$ cat config.mk
export PLATFORM = sky130hd
export DESIGN_NAME = first_fit_run_allocator_top
export DESIGN_NICKNAME = d
export VERILOG_FILES = /design/src/hdl/ffra_pkg.sv /design/src/hdl/first_fit_run_allocator_top.sv /design/src/hdl/ffra_ram.sv /design/src/hdl/ffra_scan.sv
export SDC_FILE = /design/constraint.sdc
export NUM_CORES = 2
export LEC_CHECK = 0
export ABC_AREA = 1
export ABC_CLOCK_PERIOD_IN_PS = 9200
export BUFFER_PORTS_ARGS = -buffer_cell sky130_fd_sc_hd__buf_2
export CAP_MARGIN = 5
export CORE_UTILIZATION = 54
export DETAILED_ROUTE_END_ITERATION = 10
export HOLD_SLACK_MARGIN = 0.06
export PLACE_DENSITY_LB_ADDON = 0.05
export SYNTH_ARGS = -nofsm -noshare
export SYNTH_HDL_FRONTEND = slang
export SYNTH_HIERARCHICAL = 1
export SYNTH_SLANG_ARGS = --single-unit
$ cat constraint.sdc
create_clock -name clk -period 9.2 [get_ports clk]
set_input_delay 1.38 -clock clk [delete_from_list [all_inputs] [get_ports clk]]
set_output_delay 1.38 -clock clk [all_outputs]
set_load 0.01 [all_outputs]
$ cat src/hdl/ffra_pkg.sv
// ----------------------------------------------------------------------------
// ffra_pkg: shared definitions of the first-fit run allocator
// Word geometry of the slot bitmap, request and status codes, and the
// controller state type.
// ----------------------------------------------------------------------------
package ffra_pkg;

  localparam int SLOTS_DEFAULT    = 1024;
  localparam int SLOT_COUNT_RESET = 1024;

  // One bitmap word holds this many slots; a set bit marks a busy slot.
  localparam int WORD_W   = 16;
  localparam int WORD_LOG = 4;

  // Fixed field widths of the request and result items.
  localparam int LEN_W   = 11;
  localparam int SLOT_W  = 10;
  localparam int CFG_W   = 11;
  localparam int STAT_W  = 2;

  localparam logic OP_ALLOC   = 1'b0;
  localparam logic OP_RELEASE = 1'b1;

  localparam logic [STAT_W-1:0] STAT_OK    = 2'd0;
  localparam logic [STAT_W-1:0] STAT_NOFIT = 2'd1;
  localparam logic [STAT_W-1:0] STAT_BAD   = 2'd2;

  typedef enum logic [2:0] {
    ST_CLEAR,
    ST_IDLE,
    ST_SCAN,
    ST_MARK_RD,
    ST_MARK_WR,
    ST_DONE
  } ffra_state_t;

endpackage

$ cat src/hdl/first_fit_run_allocator_top.sv
// ----------------------------------------------------------------------------
// first_fit_run_allocator_top: first-fit allocator of contiguous slot runs
// An allocate scans the bitmap words and then marks each word of the granted
// run with a read and a write; a release only marks its range; a bad request
// or a length beyond slot_count goes straight to the result.
// One item is worked at a time; the single bitmap RAM port pair sets the pace.
// Reset or a slot_count write starts a clearing pass over every bitmap word,
// during which no item is accepted.
// ----------------------------------------------------------------------------
module first_fit_run_allocator_top
  import ffra_pkg::*;
#(
  parameter int SLOTS = SLOTS_DEFAULT
) (
  input  logic        clk,
  input  logic        rst_n,
  // Configuration: slot_count.
  input  logic        cfg_wr_en,
  input  logic [10:0] cfg_wr_data,
  // Requests.
  input  logic        in_tvalid,
  output logic        in_tready,
  input  logic [31:0] in_tdata,   // run_length[10:0], first_slot[20:11], last_slot[30:21]
  input  logic        in_tuser,   // operation
  // Results.
  output logic        out_tvalid,
  input  logic        out_tready,
  output logic [15:0] out_tdata   // start_slot[9:0], granted[10], status[12:11]
);

  // The map is a bitmap of 16-slot words in one RAM, a set bit meaning busy.
  // An allocate streams the words through a run finder, carrying the free
  // run across word boundaries, which gives the lowest fitting start. The
  // granted or released range is then written back word by word with a
  // read-modify-write. Slots at or beyond slot_count are seen as busy.

  localparam int WORDS = (SLOTS + WORD_W - 1) / WORD_W;
  localparam int AW    = (WORDS > 1) ? $clog2(WORDS) : 1;
  localparam int PW    = AW + WORD_LOG;
  localparam int CNTW  = $clog2(SLOTS + 1);
  localparam int RESET_COUNT = (SLOT_COUNT_RESET > SLOTS) ? SLOTS : SLOT_COUNT_RESET;

  ffra_state_t state_r, state_nxt;

  logic [CNTW-1:0]   count_r, count_nxt;
  logic [AW-1:0]     clr_r, clr_nxt;
  logic [AW-1:0]     iss_r, iss_nxt;
  logic              iss_done_r, iss_done_nxt;
  logic              pend_r, pend_nxt;
  logic [AW-1:0]     pend_word_r, pend_word_nxt;
  logic [CNTW-1:0]   carry_r, carry_nxt;
  logic [LEN_W-1:0]  len_r, len_nxt;
  logic [PW-1:0]     lo_r, lo_nxt, hi_r, hi_nxt;
  logic              mark_v_r, mark_v_nxt;
  logic [AW-1:0]     mword_r, mword_nxt;
  logic [PW-1:0]     res_start_r, res_start_nxt;
  logic              res_grant_r, res_grant_nxt;
  logic [STAT_W-1:0] res_stat_r, res_stat_nxt;
  logic              out_tvalid_r, out_tvalid_nxt;
  logic [15:0]       out_tdata_r, out_tdata_nxt;

  logic              ram_we;
  logic [AW-1:0]     ram_waddr, ram_raddr;
  logic [WORD_W-1:0] ram_wdata, ram_rdata;

  logic [WORD_W-1:0] busy_eff, merged;
  logic              sc_found;
  logic [WORD_LOG-1:0] sc_bit;
  logic [CNTW-1:0]   sc_carry;

  logic [LEN_W-1:0]  in_len;
  logic [SLOT_W-1:0] in_first, in_last;
  logic [AW-1:0]     last_word;
  logic [CNTW-1:0]   cfg_count;
  logic [PW-1:0]     fit_start;

  assign in_len   = in_tdata[10:0];
  assign in_first = in_tdata[20:11];
  assign in_last  = in_tdata[30:21];

  assign last_word = AW'(PW'(count_r - CNTW'(1)) >> WORD_LOG);

  always_comb begin
    if (cfg_wr_data == '0) begin
      cfg_count = CNTW'(1);
    end else if (32'(cfg_wr_data) > 32'(SLOTS)) begin
      cfg_count = CNTW'(SLOTS);
    end else begin
      cfg_count = CNTW'(cfg_wr_data);
    end
  end

  ffra_ram #(
    .WIDTH (WORD_W),
    .DEPTH (WORDS),
    .AW    (AW)
  ) u_map (
    .clk   (clk),
    .we    (ram_we),
    .waddr (ram_waddr),
    .wdata (ram_wdata),
    .raddr (ram_raddr),
    .rdata (ram_rdata)
  );

  // Slots past slot_count never belong to a free run.
  always_comb begin
    for (int i = 0; i < WORD_W; i++) begin
      busy_eff[i] = ram_rdata[i] |
                    (32'({pend_word_r, WORD_LOG'(i)}) >= 32'(count_r));
    end
  end

  ffra_scan #(
    .CNTW (CNTW)
  ) u_scan (
    .busy      (busy_eff),
    .carry_in  (carry_r),
    .want      (len_r),
    .found     (sc_found),
    .found_bit (sc_bit),
    .carry_out (sc_carry)
  );

  assign fit_start = {pend_word_r, sc_bit} + PW'(1) - PW'(len_r);

  always_comb begin
    logic [PW-1:0] pos;
    for (int i = 0; i < WORD_W; i++) begin
      pos = {mword_r, WORD_LOG'(i)};
      merged[i] = (pos >= lo_r && pos <= hi_r) ? mark_v_r : ram_rdata[i];
    end
  end

  always_ff @(posedge clk) begin
    if (!rst_n) begin
      state_r      <= ST_CLEAR;
      count_r      <= CNTW'(RESET_COUNT);
      clr_r        <= '0;
      pend_r       <= 1'b0;
      out_tvalid_r <= 1'b0;
    end else begin
      state_r      <= state_nxt;
      count_r      <= count_nxt;
      clr_r        <= clr_nxt;
      pend_r       <= pend_nxt;
      out_tvalid_r <= out_tvalid_nxt;
    end
  end

  always_ff @(posedge clk) begin
    iss_r       <= iss_nxt;
    iss_done_r  <= iss_done_nxt;
    pend_word_r <= pend_word_nxt;
    carry_r     <= carry_nxt;
    len_r       <= len_nxt;
    lo_r        <= lo_nxt;
    hi_r        <= hi_nxt;
    mark_v_r    <= mark_v_nxt;
    mword_r     <= mword_nxt;
    res_start_r <= res_start_nxt;
    res_grant_r <= res_grant_nxt;
    res_stat_r  <= res_stat_nxt;
    out_tdata_r <= out_tdata_nxt;
  end

  always_comb begin
    state_nxt      = state_r;
    count_nxt      = count_r;
    clr_nxt        = clr_r;
    iss_nxt        = iss_r;
    iss_done_nxt   = iss_done_r;
    pend_nxt       = 1'b0;
    pend_word_nxt  = pend_word_r;
    carry_nxt      = carry_r;
    len_nxt        = len_r;
    lo_nxt         = lo_r;
    hi_nxt         = hi_r;
    mark_v_nxt     = mark_v_r;
    mword_nxt      = mword_r;
    res_start_nxt  = res_start_r;
    res_grant_nxt  = res_grant_r;
    res_stat_nxt   = res_stat_r;
    out_tvalid_nxt = out_tvalid_r;
    out_tdata_nxt  = out_tdata_r;
    in_tready      = 1'b0;
    ram_we         = 1'b0;
    ram_waddr      = mword_r;
    ram_wdata      = merged;
    ram_raddr      = mword_r;

    if (out_tvalid_r && out_tready) begin
      out_tvalid_nxt = 1'b0;
    end

    unique case (state_r)
      ST_CLEAR: begin
        ram_we    = 1'b1;
        ram_waddr = clr_r;
        ram_wdata = '0;
        if (32'(clr_r) == WORDS - 1) begin
          clr_nxt   = '0;
          state_nxt = ST_IDLE;
        end else begin
          clr_nxt = clr_r + AW'(1);
        end
      end
      ST_IDLE: begin
        in_tready     = 1'b1;
        res_start_nxt = '0;
        res_grant_nxt = 1'b0;
        res_stat_nxt  = STAT_OK;
        if (in_tvalid) begin
          if (in_tuser == OP_ALLOC) begin
            len_nxt = in_len;
            if (in_len == '0) begin
              res_stat_nxt = STAT_BAD;
              state_nxt    = ST_DONE;
            end else if (32'(in_len) > 32'(count_r)) begin
              res_stat_nxt = STAT_NOFIT;
              state_nxt    = ST_DONE;
            end else begin
              iss_nxt      = '0;
              iss_done_nxt = 1'b0;
              carry_nxt    = '0;
              state_nxt    = ST_SCAN;
            end
          end else begin
            if (in_first > in_last || 32'(in_last) >= 32'(count_r)) begin
              res_stat_nxt = STAT_BAD;
              state_nxt    = ST_DONE;
            end else begin
              lo_nxt     = PW'(in_first);
              hi_nxt     = PW'(in_last);
              mark_v_nxt = 1'b0;
              mword_nxt  = AW'(PW'(in_first) >> WORD_LOG);
              state_nxt  = ST_MARK_RD;
            end
          end
        end
      end
      ST_SCAN: begin
        // Reads are issued one word a cycle; the data is judged in the cycle after.
        ram_raddr = iss_r;
        if (!iss_done_r) begin
          pend_nxt      = 1'b1;
          pend_word_nxt = iss_r;
          if (iss_r == last_word) begin
            iss_done_nxt = 1'b1;
          end else begin
            iss_nxt = iss_r + AW'(1);
          end
        end
        if (pend_r) begin
          carry_nxt = sc_carry;
          if (sc_found) begin
            pend_nxt      = 1'b0;
            res_start_nxt = fit_start;
            res_grant_nxt = 1'b1;
            lo_nxt        = fit_start;
            hi_nxt        = fit_start + PW'(len_r) - PW'(1);
            mark_v_nxt    = 1'b1;
            mword_nxt     = AW'(fit_start >> WORD_LOG);
            state_nxt     = ST_MARK_RD;
          end else if (pend_word_r == last_word) begin
            pend_nxt     = 1'b0;
            res_stat_nxt = STAT_NOFIT;
            state_nxt    = ST_DONE;
          end
        end
      end
      ST_MARK_RD: begin
        state_nxt = ST_MARK_WR;
      end
      ST_MARK_WR: begin
        ram_we = 1'b1;
        if (mword_r == AW'(hi_r >> WORD_LOG)) begin
          state_nxt = ST_DONE;
        end else begin
          mword_nxt = mword_r + AW'(1);
          state_nxt = ST_MARK_RD;
        end
      end
      ST_DONE: begin
        if (!out_tvalid_r || out_tready) begin
          out_tvalid_nxt = 1'b1;
          out_tdata_nxt  = {3'b000, res_stat_r, res_grant_r,
                            res_grant_r ? SLOT_W'(res_start_r) : SLOT_W'(0)};
          state_nxt      = ST_IDLE;
        end
      end
      default: begin
        state_nxt = ST_CLEAR;
      end
    endcase

    // A size write restarts the map from all free.
    if (cfg_wr_en) begin
      count_nxt = cfg_count;
      clr_nxt   = '0;
      state_nxt = ST_CLEAR;
    end
  end

  assign out_tvalid = out_tvalid_r;
  assign out_tdata  = out_tdata_r;

  // A size write always blocks requests until the clearing pass is over.
  a_cfg_blocks: assert property (@(posedge clk) disable iff (!rst_n)
    cfg_wr_en |=> !in_tready)
    else $error("request accepted right after a size write");

  // A granted run starts inside the managed slots.
  a_grant_in_range: assert property (@(posedge clk) disable iff (!rst_n)
    (out_tvalid && out_tdata[10]) |-> (32'(out_tdata[9:0]) < 32'(count_r)))
    else $error("granted start beyond slot_count");

  // Only a successful allocate reports a grant.
  a_grant_status: assert property (@(posedge clk) disable iff (!rst_n)
    (out_tvalid && out_tdata[10]) |-> (out_tdata[12:11] == STAT_OK))
    else $error("grant with a failing status");

  // Each result follows the end of a request's work.
  a_result_source: assert property (@(posedge clk) disable iff (!rst_n)
    $rose(out_tvalid) |-> ($past(state_r) == ST_DONE))
    else $error("result raised outside the finishing state");

endmodule

$ cat src/hdl/ffra_ram.sv
// ----------------------------------------------------------------------------
// ffra_ram: generic single-port-write, single-port-read RAM
// One write and one read per cycle; read data is registered.
// ----------------------------------------------------------------------------
module ffra_ram #(
  parameter int WIDTH = 16,
  parameter int DEPTH = 64,
  parameter int AW    = (DEPTH > 1) ? $clog2(DEPTH) : 1
) (
  input  logic             clk,
  input  logic             we,
  input  logic [AW-1:0]    waddr,
  input  logic [WIDTH-1:0] wdata,
  input  logic [AW-1:0]    raddr,
  output logic [WIDTH-1:0] rdata
);

  logic [WIDTH-1:0] mem [DEPTH];
  logic [WIDTH-1:0] rdata_r;

  always_ff @(posedge clk) begin
    if (we) begin
      mem[waddr] <= wdata;
    end
    rdata_r <= mem[raddr];
  end

  assign rdata = rdata_r;

endmodule

$ cat src/hdl/ffra_scan.sv
// ----------------------------------------------------------------------------
// ffra_scan: free-run search over one bitmap word
// Extends the free run carried in from lower words and finds the lowest bit
// at which a run of the wanted length is complete.
// ----------------------------------------------------------------------------
module ffra_scan
  import ffra_pkg::*;
#(
  parameter int CNTW = 11
) (
  input  logic [WORD_W-1:0]   busy,
  input  logic [CNTW-1:0]     carry_in,
  input  logic [LEN_W-1:0]    want,
  output logic                found,
  output logic [WORD_LOG-1:0] found_bit,
  output logic [CNTW-1:0]     carry_out
);

  localparam int RW   = CNTW + 1;
  localparam int CMPW = ((RW > LEN_W) ? RW : LEN_W) + 1;

  logic [RW-1:0] run [WORD_W];

  always_comb begin
    logic             seen;
    logic [WORD_LOG-1:0] lb;
    for (int i = 0; i < WORD_W; i++) begin
      seen = 1'b0;
      lb   = '0;
      for (int j = 0; j <= i; j++) begin
        if (busy[j]) begin
          seen = 1'b1;
          lb   = WORD_LOG'(j);
        end
      end
      if (!seen) begin
        run[i] = RW'(carry_in) + RW'(i + 1);
      end else begin
        run[i] = RW'(i) - RW'(lb);
      end
    end
  end

  always_comb begin
    found     = 1'b0;
    found_bit = '0;
    for (int i = WORD_W - 1; i >= 0; i--) begin
      if (CMPW'(run[i]) >= CMPW'(want)) begin
        found     = 1'b1;
        found_bit = WORD_LOG'(i);
      end
    end
  end

  assign carry_out = CNTW'(run[WORD_W-1]);

endmodule
==> results.py <==
metrics = {
    "global_routing": {
        "grt_pass1_wl_um": 255000,
        "grt_start_max_net_pins": 202,
        "overflow": 0,
        "first_global_vias": 40000,
        "grt.total_usage_pct": 31.5,
        "antenna_found_initial": 2,
    },
    "layout": {
        "fillCellCount": 9018,
        "fin_util_pct": 60.1,
        "area_delta_synth_final_pct": 9.56,
        "fin_nets": 6291,
        "drive_gt1_share_pct": 8.29,
    },
    "clocking": {
        "cts_tree": "built",
        "cts-root-buf": "clkbuf_16",
        "cts-htree-levels": 3,
        "cts.clk_slew.worst_paths_ns": 0.06,
        "clkLatencyLatePin_ns": 0.73,
        "numCtsBuffers": 116,
        "ctsHoldBuffers": 0,
        "cts_buffer_depth": 3,
        "clock_sinks": 1150,
    },
    "power": {
        "p_int_mw": 8.21,
        "clkPwrFrac_pct": 42.4,
        "pwr-share-comb_pct": 3.1,
        "p_total_mw": 10.4,
        "vdd_drop_max_uv": 198,
        "p_per_area_mw_per_mm2": 163,
        "swShare_pct": 21.1,
        "netSwitchingPower_mw": 2.20,
        "cellLeakagePower_nw": 25.0,
        "power_frac_seq_pct": 54.5,
    },
    "worst_setup_path": {
        "critPathCaptureType": "register",
        "r2r-end": "hi_r[7]",
        "crit_path_top_delay_cell": "fa_1",
        "rr_worst_depth": 60,
        "crit_path_max_incr_delay_ns": 0.46,
        "crit_top_cell": "nand2_1",
        "r2r_slack_ns": 0.66,
        "r2r_start": "count_r[9]",
        "worstPathRequired_ns": 9.65,
        "crit_start": "count_r[9]",
        "critPathMaxFanout": 6,
        "arrival_ns": 8.99,
        "critPathLaunchType": "register",
        "path_class": "register to register",
    },
    "min_path": {
        "hold_end": "out_tdata[11]",
        "worstHoldPathCells": 0,
        "min_from": "res_stat_r[0]",
        "worstHoldPathType": "register to register",
    },
    "synth": {
        "synth_cells": 5886,
        "synth.avg_cell_area_sq_um": 9.87,
        "synth_area_sq_mm": 0.0581,
        "ys_seq_elements": 1150,
        "ys_warn_count": 6,
        "synth_ff_type": "edfxtp_1",
        "ys_async_sr_fraction_pct": 0,
        "yosysUniqueCellTypes": 59,
        "synth_edf_count": 1112,
        "synth_seq_area_share_pct": 58.8,
    },
    "route": {
        "drt_iter0_markers": 4665,
        "routed_wl_um": 173000,
        "ant_nets": 0,
        "drt_first_pass_iters": 8,
        "via_per_inst": 5.85,
        "route.detailed.drc": 0,
        "vias": 43600,
        "wire_per_inst_um": 23.2,
    },
    "timing": {
        "fin_crit_ns": 8.54,
        "fin_crit_sh_pct": 92.8,
        "tns_ns": 0,
        "max_freq_mhz": 117,
        "hold_violations": 0,
        "finalClockSkew_ns": 0.0486,
        "layout_setup_ws_ns": 0.661,
        "slew_headroom_pct": 12.6,
        "slew_violations": 0,
        "finalSetupViolCount": 0,
        "worst_pin_slew_ns": 1.30,
    },
    "floorplan": {
        "start_util_pct": 54.8,
        "dieArea_sq_mm": 0.109,
        "die_w_um": 330,
        "die_h_um": 330,
        "rows": 119,
        "core-area_sq_mm": 0.106,
        "boundaryPins": 67,
    },
    "placed_design": {
        "dp_hpwl_um": 105000,
        "portBuffers": 62,
        "gp_congestion": 0.987,
        "place_ws_ns": 0.262,
    },
    "status": {
        "outcome": "finished clean",
    },
    "flow_run": {
        "maxCapViolCount": 0,
    },
}
## synth_stat cells, types with 21 or more instances
master	instances	share of area, %
dfxtp_1	38	1.3
nor3_1	63	0.54
buf_4	21	0.27
ha_1	288	6.2
a31oi_1	22	0.24
clkbuf_1	50	0.32
nand4_1	36	0.39
buf_6	50	0.97
a21oi_1	199	1.7
edfxtp_1	1112	57
buf_2	129	1.1
inv_1	394	2.5
nor2_1	282	1.8
nand2_1	1770	11
nand3_1	976	8.4
xor2_1	51	0.77
o21ai_0	155	1.3
## routing by layer
layer	share of wire, %	GRT usage, %
met5	0	0
met2	45	48.5
met4	3.8	11.7
met3	8.2	4.19
met1	43	45.7
## stage by stage
step	instances	hold slack, ns	cell area (sq um)
6_report	7444	0.454	63700
5_1_grt	7443	0.473	63700
4_1_cts	7438	0.466	63500
3_5_place_dp	7220	0.445	60000
3_3_place_gp	7220	0.440	60000
2_1_floorplan	5888	0.400	58100
## flip-flops by register name (all words and copies together) (netlist names)
signal       flops
u_map/mem     1024
u_map/rdata     16
out_tdata       13
carry_r         11
count_r         11
len_r           11
hi_r            10
lo_r            10
res_start_r     10
clr_r            6
iss_r            6
mword_r          6
pend_word_r      6
state_r          3
res_stat_r       2
iss_done_r       1
mark_v_r         1
out_tvalid       1
pend_r           1
res_grant_r      1
## area by class of cell
cell class	instances	area [sq um]	area share [%]
inverter	421	1610	2.53
multi-input combinational	4049	21100	33.2
clock buffer	159	3120	4.90
antenna	1	2.50	0.00393
timing repair buffer	214	1510	2.38
clock inverter	59	394	0.619
sequential	1150	34200	53.6
tap	1391	1740	2.73
## placed cells by master, fill, tap and decap left out, types with 36 or more instances in the layout
master / count
xor2_1: 51
nand4_1: 36
o21ai_0: 146
clkbuf_1: 40
edfxtp_1: 1112
nand3_1: 975
inv_1: 392
nand2_1: 1768
nor2_1: 265
buf_4: 147
buf_2: 62
clkbuf_16: 118
a21oi_1: 184
ha_1: 285
dfxtp_1: 38
nor3_1: 57
## worst max-delay path by stage
stage	endpoint
finish	hi_r[7]
global route	hi_r[9]
CTS	hi_r[8]
detailed placement	hi_r[8]
global placement	hi_r[8]
floorplan	hi_r[8]
## kinds of logic after synthesis
kind of cell	share of synthesized area [%]
adders and majority gates	6.27
xor gates and xnor gates	0.919
other	0.00645
buffers and inverters	5.55
DFF	58.8
AOI/OAI and AO/OA	4.74
and+or+nand+nor	23.7
## power by group through the flow
| stage | sequential, mW | combinational (mW) | clock (mW) |
|---|---|---|---|
| after global placement | 5.79 | 0.301 | 0 |
| final | 5.68 | 0.320 | 4.41 |
| after floorplan | 5.78 | 0.212 | 0 |
| after detailed placement | 5.79 | 0.306 | 0 |
| after global routing | 5.67 | 0.361 | 4.65 |
| after CTS | 5.67 | 0.308 | 4.47 |
## what timing repair did
item	CTS	global route
setup endpoints to repair	0	5
setup buffers	0	5
gates resized for setup	0	30
## worst max-delay path, delay by kind of cell, from the launching register on
family / cells / cell delay (ns)
buffers and inverters: 8 / 0.77
flip-flops: 1 / 0.36
adder cells (fa/ha/maj): 8 / 2.25
AO/OA/AOI/OAI: 15 / 2.70
AND/OR/NAND/NOR: 29 / 2.20
No activity file was read; power rests on OpenSTA's default activity.
